## config.mk

```make
export PLATFORM = sky130hd
export DESIGN_NAME = asn1_time_to_unix_seconds
export DESIGN_NICKNAME = d
export VERILOG_FILES = /design/src/hw/rtl/asn1ts_pkg.sv /design/src/hw/rtl/asn1_time_to_unix_seconds.sv
export SDC_FILE = /design/constraint.sdc
export NUM_CORES = 2
export LEC_CHECK = 0
export CAP_MARGIN = 10
export CORE_ASPECT_RATIO = 1.2
export CORE_MARGIN = 2
export CORE_UTILIZATION = 45
export CTS_BUF_LIST = sky130_fd_sc_hd__clkbuf_4 sky130_fd_sc_hd__clkbuf_8
export CTS_CLUSTER_DIAMETER = 100
export DETAILED_ROUTE_END_ITERATION = 7
export DONT_BUFFER_PORTS = 1
export MAX_ROUTING_LAYER = met4
export PLACE_DENSITY_LB_ADDON = 0.25
export SETUP_SLACK_MARGIN = 0.4
export SLEW_MARGIN = 20
export SYNTH_ARGS = -nofsm -noshare
export SYNTH_HDL_FRONTEND = slang
export SYNTH_SLANG_ARGS = --single-unit
```

## constraint.sdc

```tcl
create_clock -name clk -period 7.7 [get_ports clk]
set_clock_uncertainty 0.15 [all_clocks]
set_input_delay 1.54 -clock clk [delete_from_list [all_inputs] [get_ports clk]]
set_output_delay 1.54 -clock clk [all_outputs]
set_load 0.02 [all_outputs]
```

## src/hw/rtl/asn1ts_pkg.sv

```systemverilog
package asn1ts_pkg;

  // Sequencer states.
  typedef enum logic {
    ST_LOAD,
    ST_RUN
  } state_t;

  // Datapath operations selected by one microcode word.
  typedef enum logic [3:0] {
    OP_NOP,
    OP_DIGIT,
    OP_PIVOT,
    OP_STORE,
    OP_QYEAR,
    OP_CHECK,
    OP_YS,
    OP_QYS,
    OP_TINIT,
    OP_TSUBQ,
    OP_TDOY,
    OP_TDAY,
    OP_THMS,
    OP_EMIT
  } uop_t;

  // Destination of a finished two- or four-digit number.
  typedef enum logic [2:0] {
    DST_YEAR,
    DST_MON,
    DST_DAY,
    DST_HR,
    DST_MIN,
    DST_SEC
  } dst_t;

  // Jump conditions.
  typedef enum logic [1:0] {
    J_NONE,
    J_BAD,
    J_LONG,
    J_ALWAYS
  } jcond_t;

  localparam int STEP_W = 6;

  typedef struct packed {
    uop_t              op;
    dst_t              dst;
    logic              use_base;
    logic [3:0]        addr;
    jcond_t            jc;
    logic [STEP_W-1:0] target;
  } ucode_t;

  localparam int STORE_DEPTH = 14;
  localparam logic [4:0] COUNT_MAX = 5'd31;
  localparam logic [4:0] POS_FIRST_DIGIT = 5'd2;
  localparam logic [4:0] POS_LAST_DIGIT = 5'd15;
  localparam logic [4:0] LAST_POS_LONG = 5'd16;   // total length 17
  localparam logic [4:0] LAST_POS_SHORT = 5'd14;  // total length 15
  localparam logic [7:0] ASCII_0 = 8'h30;
  localparam logic [7:0] ASCII_9 = 8'h39;
  localparam logic [6:0] PIVOT_RESET = 7'd50;
  localparam logic [13:0] CENTURY_19 = 14'd1900;
  localparam logic [13:0] CENTURY_20 = 14'd2000;
  localparam logic [13:0] YEAR_BIAS = 14'd400;
  // floor(x / 100) == (x * 5243) >> 19 for every x up to 16383.
  localparam logic [12:0] RECIP100 = 13'd5243;
  localparam int RECIP_SHIFT = 19;
  // Day number of 1970-01-01 counted from the biased origin, plus one for 1-based days.
  localparam logic [38:0] EPOCH_DAYS_P1 = 39'd865566;

  // Microprogram labels.
  localparam logic [STEP_W-1:0] L_Y4 = 6'd5;
  localparam logic [STEP_W-1:0] L_YST = 6'd9;
  localparam logic [STEP_W-1:0] L_EMIT = 6'd34;
  localparam logic [STEP_W-1:0] UCODE_LEN = 6'd35;

  function automatic ucode_t uc_word(input uop_t op, input dst_t dst, input logic use_base,
                                     input logic [3:0] addr, input jcond_t jc,
                                     input logic [STEP_W-1:0] target);
    ucode_t w;
    w.op = op;
    w.dst = dst;
    w.use_base = use_base;
    w.addr = addr;
    w.jc = jc;
    w.target = target;
    return w;
  endfunction

  function automatic ucode_t uc_op(input uop_t op);
    return uc_word(op, DST_YEAR, 1'b0, 4'd0, J_NONE, 6'd0);
  endfunction

  function automatic ucode_t uc_digit(input logic use_base, input logic [3:0] addr);
    return uc_word(OP_DIGIT, DST_YEAR, use_base, addr, J_NONE, 6'd0);
  endfunction

  function automatic ucode_t uc_store(input dst_t dst);
    return uc_word(OP_STORE, dst, 1'b0, 4'd0, J_NONE, 6'd0);
  endfunction

  // The conversion program. Digit reads of the month onward are relative to
  // the first digit after the year.
  function automatic ucode_t ucode_rom(input logic [STEP_W-1:0] step);
    ucode_t w;
    unique case (step)
      6'd0:  w = uc_word(OP_NOP, DST_YEAR, 1'b0, 4'd0, J_BAD, L_EMIT);
      6'd1:  w = uc_word(OP_NOP, DST_YEAR, 1'b0, 4'd0, J_LONG, L_Y4);
      6'd2:  w = uc_digit(1'b0, 4'd0);
      6'd3:  w = uc_digit(1'b0, 4'd1);
      6'd4:  w = uc_word(OP_PIVOT, DST_YEAR, 1'b0, 4'd0, J_ALWAYS, L_YST);
      6'd5:  w = uc_digit(1'b0, 4'd0);
      6'd6:  w = uc_digit(1'b0, 4'd1);
      6'd7:  w = uc_digit(1'b0, 4'd2);
      6'd8:  w = uc_digit(1'b0, 4'd3);
      6'd9:  w = uc_store(DST_YEAR);
      6'd10: w = uc_digit(1'b1, 4'd0);
      6'd11: w = uc_digit(1'b1, 4'd1);
      6'd12: w = uc_store(DST_MON);
      6'd13: w = uc_digit(1'b1, 4'd2);
      6'd14: w = uc_digit(1'b1, 4'd3);
      6'd15: w = uc_store(DST_DAY);
      6'd16: w = uc_digit(1'b1, 4'd4);
      6'd17: w = uc_digit(1'b1, 4'd5);
      6'd18: w = uc_store(DST_HR);
      6'd19: w = uc_digit(1'b1, 4'd6);
      6'd20: w = uc_digit(1'b1, 4'd7);
      6'd21: w = uc_store(DST_MIN);
      6'd22: w = uc_digit(1'b1, 4'd8);
      6'd23: w = uc_digit(1'b1, 4'd9);
      6'd24: w = uc_store(DST_SEC);
      6'd25: w = uc_op(OP_QYEAR);
      6'd26: w = uc_op(OP_CHECK);
      6'd27: w = uc_op(OP_YS);
      6'd28: w = uc_op(OP_QYS);
      6'd29: w = uc_op(OP_TINIT);
      6'd30: w = uc_op(OP_TSUBQ);
      6'd31: w = uc_op(OP_TDOY);
      6'd32: w = uc_op(OP_TDAY);
      6'd33: w = uc_op(OP_THMS);
      default: w = uc_op(OP_EMIT);
    endcase
    return w;
  endfunction

  function automatic logic [4:0] month_days(input logic [3:0] mon);
    logic [4:0] d;
    unique case (mon)
      4'd1, 4'd3, 4'd5, 4'd7, 4'd8, 4'd10, 4'd12: d = 5'd31;
      4'd4, 4'd6, 4'd9, 4'd11: d = 5'd30;
      4'd2: d = 5'd28;
      default: d = 5'd0;
    endcase
    return d;
  endfunction

  // Days before the month in a year that starts in March.
  function automatic logic [8:0] doy_before(input logic [3:0] mp);
    logic [8:0] d;
    unique case (mp)
      4'd0:  d = 9'd0;
      4'd1:  d = 9'd31;
      4'd2:  d = 9'd61;
      4'd3:  d = 9'd92;
      4'd4:  d = 9'd122;
      4'd5:  d = 9'd153;
      4'd6:  d = 9'd184;
      4'd7:  d = 9'd214;
      4'd8:  d = 9'd245;
      4'd9:  d = 9'd275;
      4'd10: d = 9'd306;
      4'd11: d = 9'd337;
      default: d = 9'd0;
    endcase
    return d;
  endfunction

endpackage

```

## src/hw/rtl/asn1_time_to_unix_seconds.sv

```systemverilog
// Certificate time field to Unix seconds.
//
// The input stream carries one byte of an encoded validity time per
// transaction: tag, length, the ASCII digits and a closing byte, with tlast
// on the closing byte. A field of 17 bytes has a four-digit year; a field of
// 15 bytes has a two-digit year that is placed in the 1900s at or above
// century_pivot and in the 2000s below it. Any other length, a non-digit in
// a digit position or a calendar field out of range gives a result with
// tuser set and zero seconds.
//
// After the last byte a small microcoded sequencer reads the stored digits
// and does the calendar arithmetic, one step per cycle; only the final step
// can hold, while an earlier result is still waiting to be taken. A field
// with a bad length or digit jumps straight to that final step. No byte is
// taken while the program runs.
//
// Reset returns the pivot to 50 and starts a new field. A finished result
// waits in the output register while the next field streams in; if it is
// still not taken when the next result is ready, the sequencer holds.
module asn1_time_to_unix_seconds (
  input  logic        clk,
  input  logic        rst,
  input  logic        cfg_wr_en,
  input  logic [6:0]  cfg_wr_data,     // century_pivot
  input  logic        s_axis_tvalid,
  output logic        s_axis_tready,
  input  logic [7:0]  s_axis_tdata,    // [7:0] char_byte
  input  logic        s_axis_tlast,    // is_last
  output logic        m_axis_tvalid,
  input  logic        m_axis_tready,
  output logic [39:0] m_axis_tdata,    // [38:0] unix_seconds, [39] zero fill
  output logic        m_axis_tuser     // [0] bad_time
);

  asn1ts_pkg::state_t state, state_next;
  logic [asn1ts_pkg::STEP_W-1:0] step;
  asn1ts_pkg::ucode_t uc;

  logic [4:0] byte_count;
  logic       saw_bad_digit;
  logic [6:0] century_pivot;
  logic [3:0] digit_store [asn1ts_pkg::STORE_DEPTH];

  logic        is_long;
  logic        bad;
  logic [13:0] acc;
  logic [13:0] year;
  logic [13:0] ys;
  logic [6:0]  mon, day, hr, mi, sec, q;
  logic [3:0]  mp;
  logic signed [38:0] tot;

  logic        in_fire;
  logic        run;
  logic        emit;
  logic        emit_stall;
  logic        jump;
  logic        in_store;
  logic        non_digit;
  logic [3:0]  wr_addr;
  logic [3:0]  rd_addr;
  logic [3:0]  digit;
  logic [13:0] q_src;
  logic [26:0] q_prod;
  logic        century_year;
  logic        leap;
  logic [4:0]  dim;
  logic        fields_bad;
  logic        early_month;
  logic [16:0] hms;
  logic signed [41:0] day_secs;

  // Next-state logic.
  always_comb begin
    state_next = state;
    unique case (state)
      asn1ts_pkg::ST_LOAD: begin
        if (in_fire && s_axis_tlast) begin
          state_next = asn1ts_pkg::ST_RUN;
        end
      end
      asn1ts_pkg::ST_RUN: begin
        if (emit && !emit_stall) begin
          state_next = asn1ts_pkg::ST_LOAD;
        end
      end
      default: state_next = asn1ts_pkg::ST_LOAD;
    endcase
  end

  // Control outputs of the sequencer.
  always_comb begin
    s_axis_tready = (state == asn1ts_pkg::ST_LOAD) && !rst;
    run = (state == asn1ts_pkg::ST_RUN);
    uc = asn1ts_pkg::ucode_rom(step);
    emit = run && (uc.op == asn1ts_pkg::OP_EMIT);
    emit_stall = emit && m_axis_tvalid && !m_axis_tready;
    unique case (uc.jc)
      asn1ts_pkg::J_NONE:   jump = 1'b0;
      asn1ts_pkg::J_BAD:    jump = bad;
      asn1ts_pkg::J_LONG:   jump = is_long;
      asn1ts_pkg::J_ALWAYS: jump = 1'b1;
      default:              jump = 1'b0;
    endcase
  end

  assign in_fire = s_axis_tvalid && s_axis_tready;
  assign in_store = (byte_count >= asn1ts_pkg::POS_FIRST_DIGIT) &&
                    (byte_count <= asn1ts_pkg::POS_LAST_DIGIT);
  assign non_digit = (s_axis_tdata < asn1ts_pkg::ASCII_0) ||
                     (s_axis_tdata > asn1ts_pkg::ASCII_9);
  assign wr_addr = 4'(byte_count - asn1ts_pkg::POS_FIRST_DIGIT);

  // Digits after the year start at offset 4 for a long field and 2 for a short one.
  assign rd_addr = uc.addr + (uc.use_base ? (is_long ? 4'd4 : 4'd2) : 4'd0);
  assign digit = digit_store[rd_addr];

  // Division by 100 through a reciprocal multiply.
  assign q_src = (uc.op == asn1ts_pkg::OP_QYS) ? ys : year;
  assign q_prod = 27'(q_src) * 27'(asn1ts_pkg::RECIP100);

  // Calendar checks. q holds year / 100 when the check step runs.
  always_comb begin
    century_year = (year == 14'(q) * 14'd100);
    leap = (year[1:0] == 2'd0) && (!century_year || (q[1:0] == 2'd0));
    dim = asn1ts_pkg::month_days(mon[3:0]);
    if (mon == 7'd2 && leap) begin
      dim = 5'd29;
    end
    fields_bad = (mon == 7'd0) || (mon > 7'd12) || (day == 7'd0) || (day > 7'(dim)) ||
                 (hr > 7'd23) || (mi > 7'd59) || (sec > 7'd59);
  end

  assign early_month = (mon <= 7'd2);
  assign hms = 17'(hr) * 17'd3600 + 17'(mi) * 17'd60 + 17'(sec);
  assign day_secs = $signed(tot[23:0]) * $signed(18'sd86400);

  // Control registers.
  always_ff @(posedge clk) begin
    if (rst) begin
      state <= asn1ts_pkg::ST_LOAD;
      step <= '0;
      byte_count <= '0;
      saw_bad_digit <= 1'b0;
      century_pivot <= asn1ts_pkg::PIVOT_RESET;
      m_axis_tvalid <= 1'b0;
    end else begin
      state <= state_next;
      if (cfg_wr_en) begin
        century_pivot <= cfg_wr_data;
      end
      if (in_fire) begin
        if (s_axis_tlast) begin
          byte_count <= '0;
          saw_bad_digit <= 1'b0;
          step <= '0;
        end else begin
          if (byte_count != asn1ts_pkg::COUNT_MAX) begin
            byte_count <= byte_count + 5'd1;
          end
          if (in_store && non_digit) begin
            saw_bad_digit <= 1'b1;
          end
        end
      end else if (run && !emit_stall) begin
        step <= jump ? uc.target : step + 6'd1;
      end
      if (emit && !emit_stall) begin
        m_axis_tvalid <= 1'b1;
      end else if (m_axis_tready) begin
        m_axis_tvalid <= 1'b0;
      end
    end
  end

  // Digit capture.
  always_ff @(posedge clk) begin
    if (in_fire && !s_axis_tlast && in_store) begin
      digit_store[wr_addr] <= s_axis_tdata[3:0];
    end
  end

  // Datapath driven by the control word.
  always_ff @(posedge clk) begin
    if (in_fire && s_axis_tlast) begin
      is_long <= (byte_count == asn1ts_pkg::LAST_POS_LONG);
      bad <= saw_bad_digit || !((byte_count == asn1ts_pkg::LAST_POS_LONG) ||
                                (byte_count == asn1ts_pkg::LAST_POS_SHORT));
      acc <= '0;
    end else if (run) begin
      unique case (uc.op)
        asn1ts_pkg::OP_DIGIT: acc <= 14'(acc * 14'd10) + 14'(digit);
        asn1ts_pkg::OP_PIVOT: begin
          acc <= acc + ((acc >= 14'(century_pivot)) ? asn1ts_pkg::CENTURY_19
                                                   : asn1ts_pkg::CENTURY_20);
        end
        asn1ts_pkg::OP_STORE: begin
          acc <= '0;
          unique case (uc.dst)
            asn1ts_pkg::DST_YEAR: year <= acc;
            asn1ts_pkg::DST_MON:  mon <= acc[6:0];
            asn1ts_pkg::DST_DAY:  day <= acc[6:0];
            asn1ts_pkg::DST_HR:   hr <= acc[6:0];
            asn1ts_pkg::DST_MIN:  mi <= acc[6:0];
            asn1ts_pkg::DST_SEC:  sec <= acc[6:0];
            default:              year <= acc;
          endcase
        end
        asn1ts_pkg::OP_QYEAR,
        asn1ts_pkg::OP_QYS: q <= q_prod[asn1ts_pkg::RECIP_SHIFT +: 7];
        asn1ts_pkg::OP_CHECK: bad <= bad || fields_bad;
        asn1ts_pkg::OP_YS: begin
          // Years start in March so the leap day falls at the end.
          ys <= year + asn1ts_pkg::YEAR_BIAS - (early_month ? 14'd1 : 14'd0);
          mp <= early_month ? mon[3:0] + 4'd9 : mon[3:0] - 4'd3;
        end
        asn1ts_pkg::OP_TINIT: tot <= 39'(ys) * 39'd365 + 39'(ys[13:2]);
        asn1ts_pkg::OP_TSUBQ: tot <= tot - 39'(q) + 39'(q[6:2]);
        asn1ts_pkg::OP_TDOY: begin
          tot <= tot + 39'(asn1ts_pkg::doy_before(mp)) + 39'(day) -
                 asn1ts_pkg::EPOCH_DAYS_P1;
        end
        asn1ts_pkg::OP_TDAY: tot <= day_secs[38:0];
        asn1ts_pkg::OP_THMS: tot <= tot + 39'(hms);
        asn1ts_pkg::OP_EMIT: begin
          if (!emit_stall) begin
            m_axis_tdata <= bad ? 40'd0 : {1'b0, tot};
            m_axis_tuser <= bad;
          end
        end
        default: acc <= acc;
      endcase
    end
  end

  // An invalid field always reports zero seconds.
  assert property (@(posedge clk) disable iff (rst)
    (m_axis_tvalid && m_axis_tuser) |-> (m_axis_tdata == 40'd0))
    else $error("bad_time result with nonzero seconds");

  // The step counter never leaves the program.
  assert property (@(posedge clk) disable iff (rst)
    (state == asn1ts_pkg::ST_RUN) |-> (step < asn1ts_pkg::UCODE_LEN))
    else $error("microcode step out of range");

  // A closing byte starts the program with a fresh byte count.
  assert property (@(posedge clk) disable iff (rst)
    (s_axis_tvalid && s_axis_tready && s_axis_tlast) |=>
      ((state == asn1ts_pkg::ST_RUN) && (byte_count == 5'd0) && (step == 6'd0)))
    else $error("field end did not start the sequencer");

endmodule

```

Yosys cells after proc, flatten, opt, wreduce, memory -nomap -nowiden --
Memory sizes are Yosys's and may differ from the RTL's. A register that Yosys moved wholly into a read port is not among the register bits. Index checks and enable logic that the tools add are counted.
Storage, ports and cells: bits in registers 191, bits in latches 0, bits in writable memories 56, ROM bits 1440, output and inout bits 43, logic and storage cells 190, memories kept 4
Cells by class: add/subtract/negate cells 19, multiply operators 7, div/mod/pow operators 0, order comparisons 11, eq/ne operators 27, shift operators 0, muxes and demuxes 35, bitwise gates (word level) 4, reductions and logical operators 61
Memory list:
- (name not given) | depth 64, bits a word 19, rd ports 1, clocked after Yosys merged registers in 1, write ports 0, RTL line asn1ts_pkg.sv:109 | unique case (step)
- (name not given) | depth 16, bits a word 9, rd ports 1, clocked after Yosys merged registers in 1, write ports 0, RTL line asn1ts_pkg.sv:163 | unique case (mp)
- (name not given) | depth 16, bits a word 5, rd ports 1, clocked after Yosys merged registers in 1, write ports 0, RTL line asn1ts_pkg.sv:151 | unique case (mon)
- digit_store | depth 14, bits a word 4, rd ports 1, clocked after Yosys merged registers in 0, write ports 1, RTL line asn1_time_to_unix_seconds.sv:42 | logic [3:0] digit_store [asn1ts_pkg::STORE_DEPTH];
Operators by type and width (count):
- case mux 39 bit (5 select lines) | 1
- case mux 14 bit (3 select lines) | 1
- adder 39 x 17 -> 39 bit | 1
- adder 39 x 5 -> 39 bit | 1
- adder 39 x 7 -> 39 bit | 1
- adder 39 x 9 -> 39 bit | 1
- subtractor 39 x 20 -> 39 bit (second input constant) | 1
- subtractor 39 x 7 -> 39 bit | 1
- 2-to-1 mux 6 bit | 6
- multiplier 24 x 11 -> 32 bit (second input constant) | 1
- AND reduction 4 bit | 7
- 2-to-1 mux 9 bit | 3
- multiplier 14 x 13 -> 26 bit (second input constant) | 1
- adder 23 x 12 -> 24 bit | 1
- == test 4 bit (second input constant) | 6
- multiplier 14 x 9 -> 23 bit (second input constant) | 1
- adder 17 x 13 -> 17 bit | 1
- adder 17 x 7 -> 17 bit | 1
- == test 4 x 3 -> 1 bit (second input constant) | 4
- 2-to-1 mux 5 bit | 3
- adder 14 x 11 -> 14 bit | 1
- adder 14 x 4 -> 14 bit | 1
- adder 14 x 9 -> 14 bit (second input constant) | 1
- == test 14 bit | 1
- other kinds (52) | 117

Longest topological paths before layout --
word-level depth 16, mapped depth 30

Worst setup path after synthesis --
No wires, ideal clock.
path kind flip-flop to flip-flop, start reg mi[0], end reg tot[36], data pin, arrival 6.004 ns, required time 7.278 ns, slack 1.274 ns, stages on the path, launching flop included 27, period minus slack after synthesis 6.426 ns, cell sequence edfxtp_1 -> fa_1 -> fa_1 -> inv_1 -> fa_1 -> fa_1 -> inv_1 -> ha_1 -> nor2b_1 -> o21ai_0 -> a21boi_0 -> o21ai_0 -> a21boi_0 -> o2111ai_1 -> nand2_1 -> nor3_1 -> nor2_1 -> ha_1 -> and3_1 -> and3_1 -> o211ai_1 -> a31oi_1 -> o21a_2 -> nand3_1 -> xnor2_1 -> nor2_1 -> or4_1
Between the ends: longest elaborated chain between the ends 5
RTL lines:
- start: declaration | RTL line asn1_time_to_unix_seconds.sv:49 | logic [6:0] mon, day, hr, mi, sec, q;
- start signal: assignment | RTL line asn1_time_to_unix_seconds.sv:204 | asn1ts_pkg::DST_MIN: mi <= acc[6:0];
- multiplier 7 x 4 -> 11 bit | RTL line asn1_time_to_unix_seconds.sv:135 | assign hms = 17'(hr) * 17'd3600 + 17'(mi) * 17'd60 + 17'(sec);
- adder 17 x 13 -> 17 bit | RTL line asn1_time_to_unix_seconds.sv:135
- adder 17 x 7 -> 17 bit | RTL line asn1_time_to_unix_seconds.sv:135
- adder 39 x 17 -> 39 bit | RTL line asn1_time_to_unix_seconds.sv:224 | asn1ts_pkg::OP_THMS: tot <= tot + 39'(hms);
- case mux 39 bit (5 select lines) | RTL line asn1_time_to_unix_seconds.sv:191 | unique case (uc.op)
- end signal: assignment | RTL line asn1_time_to_unix_seconds.sv:220 | tot <= tot + 39'(asn1ts_pkg::doy_before(mp)) + 39'(day) -
- end signal: assignment | RTL line asn1_time_to_unix_seconds.sv:223 | asn1ts_pkg::OP_TDAY: tot <= day_secs[38:0];
- end signal: assignment | RTL line asn1_time_to_unix_seconds.sv:224
- end: declaration | RTL line asn1_time_to_unix_seconds.sv:51 | logic signed [38:0] tot;
Every way passes these cells. A chain may end at the register's enable or synchronous reset.

Final worst setup path --
Same ends and word-level chain as after synthesis.

==> metrics.txt <==
outcome finished clean; Row Count approximately 110; clock tree buffer depth 3; drt initial violations ~1700; Area after DPL ~0.033 mm2; Synth cell types 94; total gr overflow 0; Logic pwr share 0.165; hold path cells 2; sequential power share 0.415; DR DRC count 0; Initial Util 0.454; Crit-path slowest cell fa_1; setup tns final 0 ps; final hold vios 0; Met2 Routed Length 42500 um; Buffers on Ports 0; switching power 1.20 mW; Crit. End Element register; DP HPWL around 68000 um; P per Cell Area about 120 mW/mm2; synthesized area between 0.03 and 0.04 mm2; CTS H-tree lvls 2; Filler Cell Count 6722; RSZ-0062 raised after global routing false; clk root buf clkbuf_8; Levels on crit path 26; area growth from synthesis to layout 7.52%; family with the most delay on the worst path adder cells; Worst-Margin Slew between 1000 and 1500 ps; WP buf/inv 2; Pwr Total 4.10 mW; Pins Over Slew Limit 0; DR WL/cell 19.7 um; Max-slew headroom 0.244; Die Footprint about 0.074 mm2; Placer Congestion ~0.98; most frequent cell after synthesis ha_1; crit-path max FO 6; vias in the first global route about 25000; synth top area cells ha_1 (22%), edfxtp_1 (20%), fa_1 (14%); Seq cells post-synth ~280; clock-pin transition on the worst setup and hold timing paths about 60 ps; DIE WIDTH approximately 250 um; WP data required a little under 8000 ps; M1 WL between 30000 and 40000 um; R2R depth 26; final period utilization 0.900; Setup violations, final 0; CP startpoint kind register; largest area contributor in the netlist ha_1; cell mode on critical path fa_1; I/O Pins between 60 and 70; synth warn 0; max cap viols 0; CTS Sinks about 280; initial antenna violation count 1; Final Critical Period ~6900 ps; path type of the worst setup path register to register; Layout Cells excl Fill between 4000 and 5000; Seq/Total Area, Yosys 0.236; crit path DAT between 7000 and 8000 ps; Final nets 4165; Clock Power Share 0.419; Hold Path Class register to register; DR WL met3 3680 um; routed vias/inst between 5 and 6; post-synth top area share 0.216; GRT Util Overall 0.240; Hold WS 342 ps; LEAKAGE between 15 and 20 nW; maximum VDD drop between 0.1 and 0.15 mV; Async SR Flop Fraction 0; Post-synth EDFFs between 200 and 250; CTS tree yes; layout cells sized above 1 0.0644; hold buffers post-CTS 0; Synth Instances around 3300; crit-path max cell delay around 550 ps; Net Sw Frac 0.292; largest net degree at the start of global routing 42; Primary FF master, synth edfxtp_1; die height just under 300 um; via count 24168; Detail Route Antenna Nets 0; placed cell count ~4200; final instance area 0.0347 mm2; fmax 0.144 GHz; Initial DRT Pass Iterations 5; Syn Area/Cell ~9.7 um2; first-pass GRT wire length about 130000 um; Max Used Layer met4; Core ar. about 0.07 mm2; synth cell count leaders ha_1 (556), inv_1 (554), fa_1 (233), nor2_1 (224), edfxtp_1 (211); drt total wl ~85000 um; P_int approximately 2.9 mW; Num CTS Buffers 51; Post-Syn Nets a little over 4000; Clk Latency, worst-skew pair just under 700 ps
-- flip-flops by register name (all words and copies together), names as in the netlist, 14 cells and up, named ones only --
signal        count
acc              14
digit_store      56
m_axis_tdata     39
tot              39
uc               17
year             14
ys               14
-- layout by cell type, fill, tap and decap left out, drive strengths merged, types with 13 or more instances in the layout --
master / Yosys / layout
a211oi: 30 / 30
a21o: 57 / 57
a21oi: 180 / 180
a22oi: 21 / 21
a31oi: 45 / 45
and2: 21 / 21
and3: 28 / 28
buf: 22 / 32
clkbuf: 42 / 71
clkinv: 0 / 13
dfxtp: 64 / 64
edfxtp: 211 / 211
fa: 233 / 233
ha: 556 / 556
inv: 556 / 559
mux2: 19 / 19
mux2i: 15 / 15
mux4: 16 / 16
nand2: 156 / 156
nand2b: 23 / 23
nand3: 57 / 57
nand4: 32 / 32
nor2: 226 / 226
nor2b: 35 / 35
nor3: 44 / 44
o211ai: 22 / 22
o21a: 25 / 25
o21ai: 121 / 121
o21bai: 30 / 30
o221ai: 18 / 18
o22ai: 15 / 15
o31ai: 14 / 14
or3: 13 / 13
xnor2: 160 / 160
xor2: 71 / 71
-- worst register-to-register path: cells and delay by family (launching register included) --
family	cells	cell delay (ps)
buffers and inverters	2	100
AOI/OAI and AO/OA	8	1590
and+or+nand+nor	9	1490
adders and majority gates	6	2710
xor gates and xnor gates	1	150
DFF	1	470
-- cell families (layout without fill, tap and decap cells) --
kind of cell	count (synthesis)	count (layout)	synth area share
compound gates	690	690	0.144
xor+xnor	231	231	0.0628
fa+ha+maj	789	789	0.361
buf+inv	620	684	0.0730
flops	275	275	0.236
mux	50	50	0.0225
other cells	1	2	0.000116
simple gates	678	678	0.100
-- metal layers --
| metal | global-route usage | up-vias |
|---|---|---|
| li1 | - | 11639 |
| met1 | 0.275 | 11625 |
| met2 | 0.411 | 690 |
| met3 | 0.0293 | 214 |
| met4 | 0.118 | 0 |
| met5 | - | - |
-- per-stage QoR --
stage          utilization  setup slack [ps]
2_1_floorplan            -              1270
3_3_place_gp         0.470               679
3_5_place_dp         0.470               530
4_1_cts              0.487               505
5_1_grt              0.488               352
6_report             0.488               770
-- repair_timing --
item / 4_1_cts / 5_1_grt
resized for setup: 0 / 14
setup buffers: 0 / 7
endpoints found under the setup margin: 0 / 18
-- final cells by class --
class                      count  area [um2]  area share
multi-input combinational   2439       22300       0.644
clock buffer                  71         890      0.0257
inverter                     556        2090      0.0602
tap                          926        1160      0.0334
timing repair buffer          32         240     0.00693
sequential                   275        7620       0.220
antenna                        1        2.50   0.0000722
clock inverter                25         338     0.00975
-- power groups by stage --
stage | logic, mW | clock network, mW | registers [mW]
finish | 0.678 | 1.72 | 1.70
global route | 0.767 | 1.81 | 1.71
CTS | 0.676 | 1.76 | 1.71
detailed placement | 0.669 | 0 | 1.74
global placement | 0.664 | 0 | 1.74
floorplan | 0.528 | 0 | 1.69
-- path summary, 6_finish.rpt --
check / from / to / slack, ps
max: mi[0]$_DFFE_PP_ / tot[36]$_SDFFCE_PP0P_ / 770
min: century_pivot[2]$_SDFFE_PP0P_ / century_pivot[2]$_SDFFE_PP0P_ / 340
min reg2reg: century_pivot[2]$_SDFFE_PP0P_ / century_pivot[2]$_SDFFE_PP0P_ / 340
max reg2reg: mi[0]$_DFFE_PP_ / tot[36]$_SDFFCE_PP0P_ / 770
Note: power is estimated with default switching activity, not from simulation.
